$ cat config.mk
export PLATFORM = sky130hd
export DESIGN_NAME = otds_ctrl
export DESIGN_NICKNAME = d
export VERILOG_FILES = /design/src/otds_pkg.sv /design/src/otds_ctrl.sv
export SDC_FILE = /design/constraint.sdc
export NUM_CORES = 1
export LEC_CHECK = 0
export BUFFER_PORTS_ARGS = -buffer_cell sky130_fd_sc_hd__buf_2
export CAP_MARGIN = 10
export CORE_MARGIN = 2
export CORE_UTILIZATION = 52
export CTS_CLUSTER_DIAMETER = 150
export DETAILED_ROUTE_END_ITERATION = 10
export PLACE_DENSITY = 0.83
export SLEW_MARGIN = 20
export SYNTH_ARGS = -nofsm -noshare
export SYNTH_HDL_FRONTEND = slang
export SYNTH_SLANG_ARGS = --single-unit
$ cat constraint.sdc
create_clock -name i_clk -period 5.08 [get_ports i_clk]
set_clock_uncertainty 0.05 [all_clocks]
set_input_delay 1.016 -clock i_clk [delete_from_list [all_inputs] [get_ports i_clk]]
set_output_delay 1.016 -clock i_clk [all_outputs]
set_load 0.02 [all_outputs]
$ cat src/otds_pkg.sv
// ----------------------------------------------------------------------------
// Ordering table depth sort: shared types and codes
// Opcodes, result status codes and the command/status bundles between the
// controller and the datapath.
// ----------------------------------------------------------------------------
package otds_pkg;

    typedef enum logic [1:0] {
        OP_INSERT = 2'd0,
        OP_FETCH  = 2'd1,
        OP_CLEAR  = 2'd2,
        OP_NONE   = 2'd3
    } t_op;

    typedef enum logic [2:0] {
        ST_INSERTED = 3'd0,
        ST_DROPPED  = 3'd1,
        ST_EMITTED  = 3'd2,
        ST_EMPTY    = 3'd3,
        ST_CLEARED  = 3'd4
    } t_status;

    // controller -> datapath
    typedef struct packed {
        logic    load;       // capture the input word
        logic    ins_wr;     // write head, link and record of a new entry
        logic    scan_rd;    // read head of the current scan bucket
        logic    scan_chk;   // act on the head just read during a scan
        logic    emit;       // retire the current node
        logic    clr_start;  // empty counters and arm the clearing pass
        logic    clr_step;   // clear one bucket
        logic    set_drain;  // a fetch opens the drain
        logic    resp;       // present a result word
        t_status resp_code;
    } t_cmd;

    // datapath -> controller
    typedef struct packed {
        t_op  op;
        logic ins_drop;   // draining or pool full
        logic tbl_empty;  // everything already emitted
        logic node_vld;   // a node of the current bucket is pending
        logic scan_done;  // search went past bucket zero
        logic head_used;  // bucket read during a scan is occupied
        logic bkt_zero;   // scan bucket is the nearest one
        logic clr_last;   // clearing pass at its last bucket
    } t_stat;

endpackage

$ cat src/otds_ctrl.sv
// ----------------------------------------------------------------------------
// Ordering table controller
// Sequences insert, fetch scan and the clearing pass.
// ----------------------------------------------------------------------------
module otds_ctrl
    import otds_pkg::*;
(
    input  logic  i_clk,
    input  logic  i_rst_n,
    input  logic  i_start,
    input  t_stat i_stat,
    output t_cmd  o_cmd,
    output logic  o_busy
);

    typedef enum logic [7:0] {
        S_CLR      = 8'b0000_0001,
        S_IDLE     = 8'b0000_0010,
        S_DEC      = 8'b0000_0100,
        S_INS_WR   = 8'b0000_1000,
        S_SCAN_RD  = 8'b0001_0000,
        S_SCAN_CHK = 8'b0010_0000,
        S_NODE_RD  = 8'b0100_0000,
        S_EMIT     = 8'b1000_0000
    } t_state;

    t_state r_state, n_state;

    always_ff @(posedge i_clk) begin
        if (!i_rst_n) begin
            r_state <= S_CLR;
        end else begin
            r_state <= n_state;
        end
    end

    always_comb begin
        n_state = r_state;
        o_cmd   = '0;
        o_cmd.resp_code = ST_DROPPED;
        unique case (r_state)
            S_CLR: begin
                o_cmd.clr_step = 1'b1;
                if (i_stat.clr_last) begin
                    n_state = S_IDLE;
                end
            end
            S_IDLE: begin
                if (i_start) begin
                    o_cmd.load = 1'b1;
                    n_state    = S_DEC;
                end
            end
            S_DEC: begin
                unique case (i_stat.op)
                    OP_INSERT: begin
                        if (i_stat.ins_drop) begin
                            o_cmd.resp = 1'b1;
                            n_state    = S_IDLE;
                        end else begin
                            n_state = S_INS_WR;
                        end
                    end
                    OP_FETCH: begin
                        o_cmd.set_drain = 1'b1;
                        if (i_stat.tbl_empty || (!i_stat.node_vld && i_stat.scan_done)) begin
                            o_cmd.resp      = 1'b1;
                            o_cmd.resp_code = ST_EMPTY;
                            n_state         = S_IDLE;
                        end else if (i_stat.node_vld) begin
                            n_state = S_NODE_RD;
                        end else begin
                            n_state = S_SCAN_RD;
                        end
                    end
                    OP_CLEAR: begin
                        o_cmd.clr_start = 1'b1;
                        o_cmd.resp      = 1'b1;
                        o_cmd.resp_code = ST_CLEARED;
                        n_state         = S_CLR;
                    end
                    default: begin
                        o_cmd.resp = 1'b1;
                        n_state    = S_IDLE;
                    end
                endcase
            end
            S_INS_WR: begin
                o_cmd.ins_wr    = 1'b1;
                o_cmd.resp      = 1'b1;
                o_cmd.resp_code = ST_INSERTED;
                n_state         = S_IDLE;
            end
            S_SCAN_RD: begin
                o_cmd.scan_rd = 1'b1;
                n_state       = S_SCAN_CHK;
            end
            S_SCAN_CHK: begin
                o_cmd.scan_chk = 1'b1;
                if (i_stat.head_used) begin
                    n_state = S_NODE_RD;
                end else if (i_stat.bkt_zero) begin
                    o_cmd.resp      = 1'b1;
                    o_cmd.resp_code = ST_EMPTY;
                    n_state         = S_IDLE;
                end else begin
                    n_state = S_SCAN_RD;
                end
            end
            S_NODE_RD: begin
                n_state = S_EMIT;
            end
            S_EMIT: begin
                o_cmd.emit      = 1'b1;
                o_cmd.resp      = 1'b1;
                o_cmd.resp_code = ST_EMITTED;
                n_state         = S_IDLE;
            end
            default: begin
                n_state = S_CLR;
            end
        endcase
    end

    assign o_busy = (r_state != S_IDLE);

endmodule

# Word level (Yosys, flattened, before mapping)

Cells that the tools add are included.

Bits of input ports: 12
Output and inout bits: 13
Register bits: 8
Word-level logic and storage cells: 47

Equality and inequality tests: 13
Reduce and logical (&&, ||, !) cells: 6
Multiplexer cells: 27

Operators with widths:

| kind                                                   | number |
|---|---|
| one-hot mux 8 bit (7 select lines)                     | 1 |
| 2-to-1 mux 8 bit                                       | 4 |
| one-hot mux 8 bit (3 select lines)                     | 1 |
| 2-to-1 mux 4 bit                                       | 4 |
| one-hot mux 4 bit (4 select lines)                     | 1 |
| 2-to-1 mux 1 bit                                       | 12 |
| == test 8 x 1 -> 1 bit (second input constant)         | 1 |
| == test 8 x 2 -> 1 bit (second input constant)         | 1 |
| == test 8 x 3 -> 1 bit (second input constant)         | 1 |
| == test 8 x 4 -> 1 bit (second input constant)         | 1 |
| == test 8 x 5 -> 1 bit (second input constant)         | 1 |
| == test 8 x 6 -> 1 bit (second input constant)         | 1 |
| == test 8 x 7 -> 1 bit (second input constant)         | 1 |
| == test 8 bit (second input constant)                  | 1 |
| inequality test 8 x 2 -> 1 bit (second input constant) | 1 |
| 2-to-1 mux 7 bit                                       | 1 |
| one-hot mux 3 bit (2 select lines)                     | 1 |
| 2-to-1 mux 5 bit                                       | 1 |
| inequality test 2 bit (second input constant)          | 2 |
| == test 2 x 1 -> 1 bit (second input constant)         | 1 |
| == test 2 bit (second input constant)                  | 1 |
| logical NOT 2 bit                                      | 1 |
| one-hot mux 1 bit (2 select lines)                     | 1 |
| AND reduction 2 bit                                    | 1 |
| 4 further kinds                                        | 4 |

# Depth between registers and ports, before layout

Gate-level depths: netlist of the first run.

Depth in word-level cells: 6
Mapped depth: 7
Mapped depth without buffers: 7

# Worst setup path before layout of the first run

No wires, ideal clock.

Kind: input port to output port
From: input i_stat[8] in the netlist's numbering
To: output o_cmd[1] in the netlist's numbering
Path slack: 2.170 ns
Stages: 5
Arrival time: 1.844 ns
Data required time: 4.014 ns
Path buffers: 0
Cells stage by stage: inv_1 > ha_1 > and2_1 > o211ai_1 > nand2_1

RTL lines:

| what            | line            | text |
|---|---|---|
| start, declared | otds_ctrl.sv:11 | `input t_stat i_stat,` |
| end, declared   | otds_ctrl.sv:12 | `output t_cmd o_cmd,` |

==> metrics.csv, run 1 <==
stage,metric,value,unit
timing,post-route-min-period,3.19,ns
synth,synth_fa_ha_area_share,8.73,%
timing,maxSlewHeadroom,75.6,%
placed_design,gp_congestion,0.771,
drt,vias,775,
synth,synth_area,717,um2
synth,synthXorXnorAreaFrac,1.22,%
synth,yosys.area.top_type,dfxtp_1,
drt,vias_per_cell,5.92,
layout,final_cell_mix,"buf_2 (24), nor2_1 (12), dfxtp_1 (8)",
timing,fmaxAchievable,313,MHz
die,die_area,1690,um2
job,cap_violations,0,
cts,postCtsHoldBufs,0,
synth,synthMuxAreaShare,0,%
layout,largest_register_ffs,8,
timing,fin_setup_tns,0,ns
synth,synth_top_area_share,22.3,%
synth,ys_ff_latch,8,
grt,grt_max_degree,9,
placed_design,dp_hpwl,1.39,mm
layout,final_common_cell,buf_2,
cts,cts.sink_count,8,
synth,synth_area_leaders,"dfxtp_1 (22%), ha_1 (8.7%), nor2_1 (6.3%)",
layout,final_nets,135,
grt,grt_pass1_wl,2.58,mm
grt,antenna_found_initial,0,
power_and_ir_drop,power.leakage,0.433,nW
layout,antenna_cells,0,
placed_design,dpl_cell_area,852,um2
layout,drive_above_1_share,25.9,%
drt,wl_per_cell,12.7,um
die,num_io_pins,25,
die,rows,13,
critical_path,cp.required,4.01,ns
cts,clkTransAtPathRegs,0.06,ns
critical_path,crit_path_start_kind,primary input,
timing,final_max_slew_viol_count,0,
timing,hold_viol,0,
cts,clk_path_buf_depth,2,
critical_path,path_max_fanout,3,
drt,drc,0,
cts,ctsResizeCount,0,
cts,root_buffer,clkbuf_4,
synth,synth_area_per_cell,7.97,um2
layout,stdcell_count,131,
cts,cts_buffers,3,
die,chipWidth,41.1,um
drt,drtIter0Drc,18,
placed_design,port_buffers,24,
power_and_ir_drop,ir_drop,0.000107,V
layout,top_regs,r_state: 8 flops,
critical_path,cp.arrival,2.13,ns
critical_path,critPathKind,in2out,
grt,grt_pass1_vias,647,
synth,synth_nets,107,
synth,synth_cell_types,35,
cts,cts_setup_buffers,0,
timing,grt_setup_unrepaired,no,
outcome,status,finished clean,
critical_path,end_kind,output pin,
die,die_h,41.1,um
die,start_util,55.1,%
timing,setup_viol,0,
grt,grt_overflow,0,
layout,syn_to_final_growth,22.0,%
cts,h-tree-depth,1,
timing,worstMarginPinSlew,0.363,ns
power_and_ir_drop,power_density,170,nW/um2
drt,dr.pass1.iters,4,
synth,synthSimpleGateAreaFrac,44.3,%
cts,clk_latency,0.25,ns
grt,grtUsageTotal,22.8,%
die,coreArea,1300,um2
synth,synth_top_family_by_area,simple AND/OR/NAND/NOR gates,
synth,ys_warn_count,0,
timing,period_share,62.9,%
synth,synth-seq-area-share,22.3,%
drt,wirelength,1.66,mm
layout,finalInstanceArea,875,um2
cts,tritoncts,done,
worst_hold_path,hold_path.class,reg2reg,
drt,ant_nets,0,
layout,regMostFlops,r_state,
synth,synth_compound_area_share,20.2,%
placed_design,dp.cells,128,
synth,netlist_instances,90,
critical path: stages:
cell and delay [ns]:
buf_2 0.11, inv_1 0.07, ha_1 0.23, a22oi_1 0.24
o211ai_1 0.13, a21o_1 0.19, buf_2 0.15
worst paths after layout:
check	from	to	slack, ns	cells past startpoint
min reg2reg	r_state[6]	r_state[7]	0.50	2
max	i_stat[7]	o_cmd[3]	1.89	7
max reg2reg	r_state[0]	r_state[1]	3.24	5
min	r_state[6]	r_state[7]	0.50	2
metrics by stage:
stage          hold slack (ns)  util (%)  total power [W]  setup slack (ns)
2_1_floorplan            0.446         -        0.0000875              2.17
3_3_place_gp             0.478      65.5        0.0000988              1.97
3_5_place_dp             0.477      65.5        0.0000998              1.90
4_1_cts                  0.491      67.2         0.000149              1.90
5_1_grt                  0.522      67.2         0.000155              1.80
6_report                 0.500      67.2         0.000148              1.89
per-layer routing:
metal / up-vias / part of all wire (%) / GRT usage [%]
met5: - / 0 / 0
met4: 0 / 1.7 / 11.3
met3: 4 / 5.0 / 3.26
met2: 28 / 51 / 39.8
met1: 355 / 43 / 26.8
li1: 388 / - / -
synth_stat cells (all sizes together):
master,n
or4,1
nand4b,1
nor4,4
and3,2
o31ai,1
a21boi,2
nor3,3
ha,5
nor2,12
xor2,1
nand3b,3
a31o,1
a311o,1
clkbuf,1
nand2,4
o211ai,4
o22a,1
and2,4
or2b,1
dfxtp,8
a31oi,1
nand2b,4
nor2b,3
inv,5
nand3,4
o211a,1
o2bb2ai,1
a21o,1
o21a,2
and3b,3
a22oi,1
o21ai,2
and4b,2
kinds of logic (layout without fill, tap and decap cells):
logic type               after synthesis  count (layout)
XOR/XNOR                               1               1
AND/OR/NAND/NOR                       51              51
buffers and inverters                  6              32
adder cells (fa/ha/maj)                5               5
AO/OA/AOI/OAI                         19              19
flip-flops                             8               8
where the power goes:
part           internal, W  switching [W]  leakage (nW)
Combinational    0.0000147      0.0000171         0.354
Sequential       0.0000642     0.00000271        0.0648
Clock            0.0000271      0.0000225        0.0138
Total             0.000106      0.0000423         0.433
final cells by class:
class                      instances  area [um2]
timing repair buffer              24         120
multi-input combinational         76         534
sequential                         8         160
tap                               15        18.8
clock buffer                       3        22.5
fill                             120         427
inverter                           5        18.8
(Power assumes the default switching activity.)
==> run 2, diff against run 1 <==
- CORE_ASPECT_RATIO: default -> 1.1
- CORE_UTILIZATION: 52 -> 48
- PLACE_DENSITY: 0.83 -> 0.77
- clock period: 5.08 -> 3.14 ns (I/O delays scaled with it)
==> metrics.csv, run 2 (synthesized netlist as in run 1, its figures left out) <==
stage,metric,value,unit,change
outcome,status,finished clean,,
cts,cts_buffers,3,,unchanged
placed_design,post-place-ws,0.744,ns,-1.16 ns
power_and_ir_drop,ir_drop,0.000146,V,+37%
drt,wirelength,1.75,mm,+5.4%
cts,h-tree-depth,1,,unchanged
layout,final_common_cell,buf_2,,
timing,maxSlewHeadroom,72.3,%,-3.3 points
timing,hold_viol,0,,unchanged
drt,dr.pass1.iters,4,,unchanged
die,die_h,44.5,um,+8.3%
drt,wl_per_cell,13.3,um,+4.6%
critical_path,crit_path_start_kind,flip-flop,,
layout,final_nets,135,,unchanged
grt,grt_pass1_wl,2.85,mm,+10%
cts,cts_setup_buffers,0,,unchanged
critical_path,cp.required,2.46,ns,-1.55 ns
critical_path,path_max_fanout,8,,+5
cts,tritoncts,done,,
critical_path,worstPathCellList,"or4_4, nor4_4, a31o_1, a21o_1, buf_2",,
layout,syn_to_final_growth,22.2,%,
worst_hold_path,worstHoldStart,r_state[6],,
critical_path,max_stage_delay,0.57,ns,+0.33 ns
drt,drt-met1-wl,749,um,+5.8%
die,rows,14,,+1
timing,period_share,83.5,%,
layout,regMostFlops,r_state,,
power_and_ir_drop,power_density,274,nW/um2,+62%
timing,final_max_slew_viol_count,0,,unchanged
timing,setup_viol,0,,unchanged
layout,top_regs,r_state: 8 flops,,
grt,antenna_found_initial,0,,unchanged
critical_path,crit_slowest_cell,or4_4,,
timing,post-route-min-period,2.62,ns,
cts,postCtsHoldBufs,0,,unchanged
layout,antenna_cells,0,,unchanged
job,cap_violations,0,,unchanged
layout,largest_register_ffs,8,,unchanged
grt,grt_pass1_vias,691,,+6.8%
drt,ant_nets,0,,unchanged
die,num_io_pins,25,,unchanged
placed_design,gp_congestion,0.826,,+7.1%
critical_path,cp.arrival,1.94,ns,-0.19 ns
placed_design,port_buffers,24,,unchanged
timing,worstMarginPinSlew,0.411,ns,+0.0489 ns
drt,drtIter0Drc,21,,+3
critical_path,worstRegToRegCells,5,,unchanged
cts,ctsResizeCount,0,,unchanged
cts,clk_latency,0.26,ns,about the same
timing,fmaxAchievable,381,MHz,
timing,setup_ws,0.518,ns,-1.37 ns
grt,grt_max_degree,9,,unchanged
layout,multiInputGateArea,534,um2,unchanged
layout,drive_above_1_share,25.9,%,unchanged
drt,vias_per_cell,5.80,,-2.0%
cts,clk_path_buf_depth,2,,unchanged
drt,wl_met2,896,um,+6.8%
worst_hold_path,hold_path.class,reg2reg,,
power_and_ir_drop,power.leakage,0.433,nW,unchanged
layout,final_cell_mix,"buf_2 (24), nor2_1 (12), dfxtp_1 (8)",,
critical_path,critPathKind,reg2out,,
cts,cts.sink_count,8,,unchanged
worst_hold_path,holdPathEnd,r_state[7],,
grt,grtUsageTotal,22.8,%,-0.030 points
drt,wl_met3,67,um,-19%
die,start_util,51.8,%,-3.3 points
layout,seq_area,160,um2,unchanged
drt,vias,765,,-1.3%
die,die_area,1820,um2,+7.5%
timing,grt_setup_unrepaired,no,,
die,coreArea,1380,um2,+6.3%
critical_path,reg2reg_from,r_state[0],,
cts,clkTransAtPathRegs,0.06,ns,about the same
drt,top_layer,met4,,
timing,fin_setup_tns,0,ns,unchanged
grt,grt_overflow,0,,unchanged
critical_path,reg2reg_to,r_state[1],,
die,chipWidth,40.9,um,-0.68%
critical_path,end_kind,output pin,,
drt,drc,0,,unchanged
cts,root_buffer,clkbuf_4,,
placed_design,dp_hpwl,1.40,mm,+0.59%
worst_hold_path,min_path_cells,2,,unchanged
layout,fillers,120,,unchanged
layout,stdcell_count,132,,+0.76%
placed_design,dp.cells,129,,+0.78%
critical_path,reg2reg_slack,1.32,ns,-1.92 ns
run 2: power breakdown:
group | total [W] | internal [W] | leakage, nW | switching (W)
logic | 0.0000518 | 0.0000239 | 0.354 | 0.0000279
clock network | 0.0000806 | 0.0000439 | 0.0138 | 0.0000367
registers | 0.000108 | 0.000104 | 0.0648 | 0.00000398
run 2: metrics by stage:
stage                     hold slack (ns)  cell area (um2)  power [W]  utilization, %
final                               0.501              876   0.000240            63.3
after global routing                0.540              876   0.000254            63.3
after CTS                           0.498              876   0.000240            63.3
after detailed placement            0.493              853   0.000161            61.7
after global placement              0.486              853   0.000160            61.7
after floorplan                     0.446              717   0.000142               -
run 2: how the worst max path moves through the flow:
stage	cells after the start	slack [ns]	from	to
3_5_place_dp	7	0.74	i_stat[7]	o_cmd[3]
5_1_grt	6	0.39	r_state[6]	o_cmd[1]
3_3_place_gp	7	0.79	i_stat[7]	o_cmd[3]
6_report	5	0.52	r_state[0]	o_cmd[3]
2_1_floorplan	5	0.69	r_state[7]	o_cmd[1]
4_1_cts	5	0.53	r_state[0]	o_cmd[3]
run 2: final cells by class:
type | instances | share of cell area (%)
Multi-Input combinational cell | 76 | 61.0
Timing Repair Buffer | 24 | 13.7
Tap cell | 16 | 2.29
Inverter | 5 | 2.14
Sequential cell | 8 | 18.3
Clock buffer | 3 | 2.57
run 2: routing by layer:
layer | GRT usage [%] | up-vias
met5 | 0 | -
met4 | 12.0 | 0
met3 | 3.02 | 4
met2 | 39.4 | 25
met1 | 25.5 | 352
li1 | - | 384
run 2: worst max-delay path, delay by kind of cell (launching register included):
kind	cells	cell delay (ns)
AND/OR/NAND/NOR	2	0.88
flip-flops	1	0.36
buffers and inverters	1	0.15
AO/OA/AOI/OAI	2	0.29
==> run 3, diff against run 2 <==
- ABC_AREA: default -> 1
- CORE_UTILIZATION: 48 -> 44
- PLACE_DENSITY: 0.77 -> 0.74
- clock period: 3.14 -> 2.3 ns (I/O delays scaled with it)
==> metrics.csv, run 3 <==
stage,metric,value,unit,change
layout,final_common_cell,nand2_1,,
synth,yosys.area.top_type,dfxtp_1,,
die,coreArea,1580,um2,+14%
critical_path,reg2reg_from,r_state[6],,
cts,h-tree-depth,1,,unchanged
die,rows,15,,+1
cts,ctsResizeCount,0,,unchanged
power_and_ir_drop,total_power,0.000400,W,+66%
timing,hold_viol,0,,unchanged
timing,fmaxAchievable,502,MHz,
critical_path,crit_path_start_kind,flip-flop,,
synth,async_flop_share,0,%,unchanged
die,start_util,46.6,%,-5.2 points
power_and_ir_drop,ir_drop,0.000206,V,+41%
layout,syn_to_final_growth,22.3,%,
timing,maxSlewHeadroom,82.7,%,+10 points
layout,antenna_cells,0,,unchanged
layout,fillers,161,,+34%
drt,drc,0,,unchanged
synth,synth_cell_types,24,,-31%
timing,grt_setup_unrepaired,no,,
timing,worstMarginPinSlew,0.259,ns,-0.153 ns
critical_path,path_max_fanout,3,,-5
placed_design,port_buffers,24,,unchanged
timing,fin_setup_tns,0,ns,unchanged
timing,setup_viol,0,,unchanged
drt,wirelength,1.57,mm,-10%
cts,clkTransAtPathRegs,0.06,ns,about the same
critical_path,cp.required,1.79,ns,-0.67 ns
drt,dr.pass1.iters,4,,unchanged
cts,clk_path_buf_depth,2,,unchanged
grt,grt_overflow,0,,unchanged
power_and_ir_drop,power.leakage,0.503,nW,+16%
synth,synth_area_leaders,"dfxtp_1 (22%), nand2_1 (13%), inv_1 (11%)",,
critical_path,cp.arrival,1.48,ns,-0.46 ns
synth,synth_flop_cell,dfxtp_1,,
layout,final_nets,160,,+19%
worst_hold_path,worstHoldStart,i_rst_n,,
job,cap_violations,0,,unchanged
layout,stdcell_count,158,,+20%
drt,ant_nets,0,,unchanged
cts,cts_buffers,3,,unchanged
cts,tritoncts,done,,
drt,vias_per_cell,4.78,,-18%
layout,drive_above_1_share,31.2,%,+5.3 points
critical_path,end_kind,output pin,,
synth,synth_area,734,um2,+2.4%
cts,clk_latency,0.26,ns,about the same
drt,wl_per_cell,9.92,um,-25%
placed_design,dp_hpwl,1.34,mm,-4.5%
die,chipWidth,43.0,um,+5.2%
layout,final_core_util,57.0,%,-6.3 points
layout,regMostFlops,r_state,,
synth,synth_nets,131,,+22%
timing,setup_ws,0.307,ns,-0.211 ns
grt,grt_pass1_vias,726,,+5.1%
placed_design,dp.cells,155,,+20%
layout,seq_area,160,um2,unchanged
timing,period_share,86.6,%,
grt,grtUsageTotal,17.9,%,-4.9 points
timing,post-route-min-period,1.99,ns,
critical_path,crit_start,r_state[2],,
cts,cts.sink_count,8,,unchanged
synth,ys_ff_latch,8,,unchanged
outcome,status,finished clean,,
synth,netlist_instances,114,,+27%
synth,synth_common_cells,"nand2_1 (26), inv_1 (22), nor2_1 (15), dfxtp_1 (8), nand3_1 (8)",,
cts,root_buffer,clkbuf_4,,
synth,ys_warn_count,0,,unchanged
synth,synth_edf_count,0,,unchanged
layout,top_regs,r_state: 8 flops,,
grt,antenna_found_initial,0,,unchanged
grt,grt_pass1_wl,2.73,mm,-4.4%
layout,multiInputGateArea,478,um2,-11%
cts,cts_setup_buffers,0,,unchanged
die,num_io_pins,25,,unchanged
cts,postCtsHoldBufs,0,,unchanged
timing,final_max_slew_viol_count,0,,unchanged
placed_design,post-place-ws,0.397,ns,-0.347 ns
layout,largest_register_ffs,8,,unchanged
die,die_area,2010,um2,+11%
die,die_h,46.9,um,+5.2%
drt,vias,755,,-1.3%
drt,drtIter0Drc,12,,-43%
synth,synth_top_area_share,21.8,%,-0.53 points
worst_hold_path,hold_path.class,in2reg,,
synth,yosysMostFrequentCell,nand2_1,,
critical_path,critPathKind,reg2out,,
synth,synth-seq-area-share,21.8,%,-0.53 points
power_and_ir_drop,power_density,445,nW/um2,+62%
grt,grt_max_degree,8,,-1
placed_design,gp_congestion,0.808,,-2.2%
synth,synth_area_per_cell,6.44,um2,-19%
layout,final_cell_mix,"nand2_1 (26), buf_2 (24), inv_1 (22)",,
-- run 3: logic make-up (layout without fill, tap and decap cells) --
logic type      Yosys count  count (layout)  share of synthesized area, %
simple gates             66              66                          48.7
buf+inv                  25              52                          13.1
flops                     8               8                          21.8
fa+ha+maj                 5               5                          8.52
compound gates           10              10                          7.84
-- run 3: path summary, 6_finish.rpt --
path / to / slack (ns) / depth (start not counted)
hold / removal: r_state[0] / 0.36 / 2
hold reg to reg: r_state[7] / 0.54 / 3
setup reg to reg: r_state[0] / 1.02 / 8
setup / recovery: o_cmd[1] / 0.31 / 8
-- run 3: layout make-up --
| type | count | share of cell area [%] |
|---|---|---|
| Sequential cell | 8 | 17.8 |
| Inverter | 25 | 10.7 |
| Tap cell | 17 | 2.37 |
| Multi-Input combinational cell | 81 | 53.2 |
| Clock buffer | 3 | 2.51 |
| Timing Repair Buffer | 24 | 13.4 |
-- run 3: worst max-delay path, stage by stage (launching register included) --
cell and delay [ns]:
dfxtp_1 0.36, inv_2 0.07, nand2_2 0.10, nor2_1 0.08
nand2_1 0.08, inv_1 0.06, a31oi_1 0.18, o21ai_0 0.12
buf_2 0.17
-- run 3: report_power, final --
part | internal [W] | switching [W]
registers | 0.000148 | 0.00000773
logic | 0.0000496 | 0.0000851
clock network | 0.0000598 | 0.0000494
-- run 3: routing by layer --
layer	global-route usage (%)	wire length, um	vias up
met5	0	0	-
li1	-	-	406
met4	12.7	42	0
met2	34.2	766	25
met1	19.5	679	319
met3	0.385	78	5
-- run 3: per-stage QoR --
stage / hold slack [ns] / area, um2
final: 0.359 / 898
after global routing: 0.371 / 898
after detailed placement: 0.534 / 876
after floorplan: 0.497 / 734
after CTS: 0.355 / 898
after global placement: 0.518 / 876
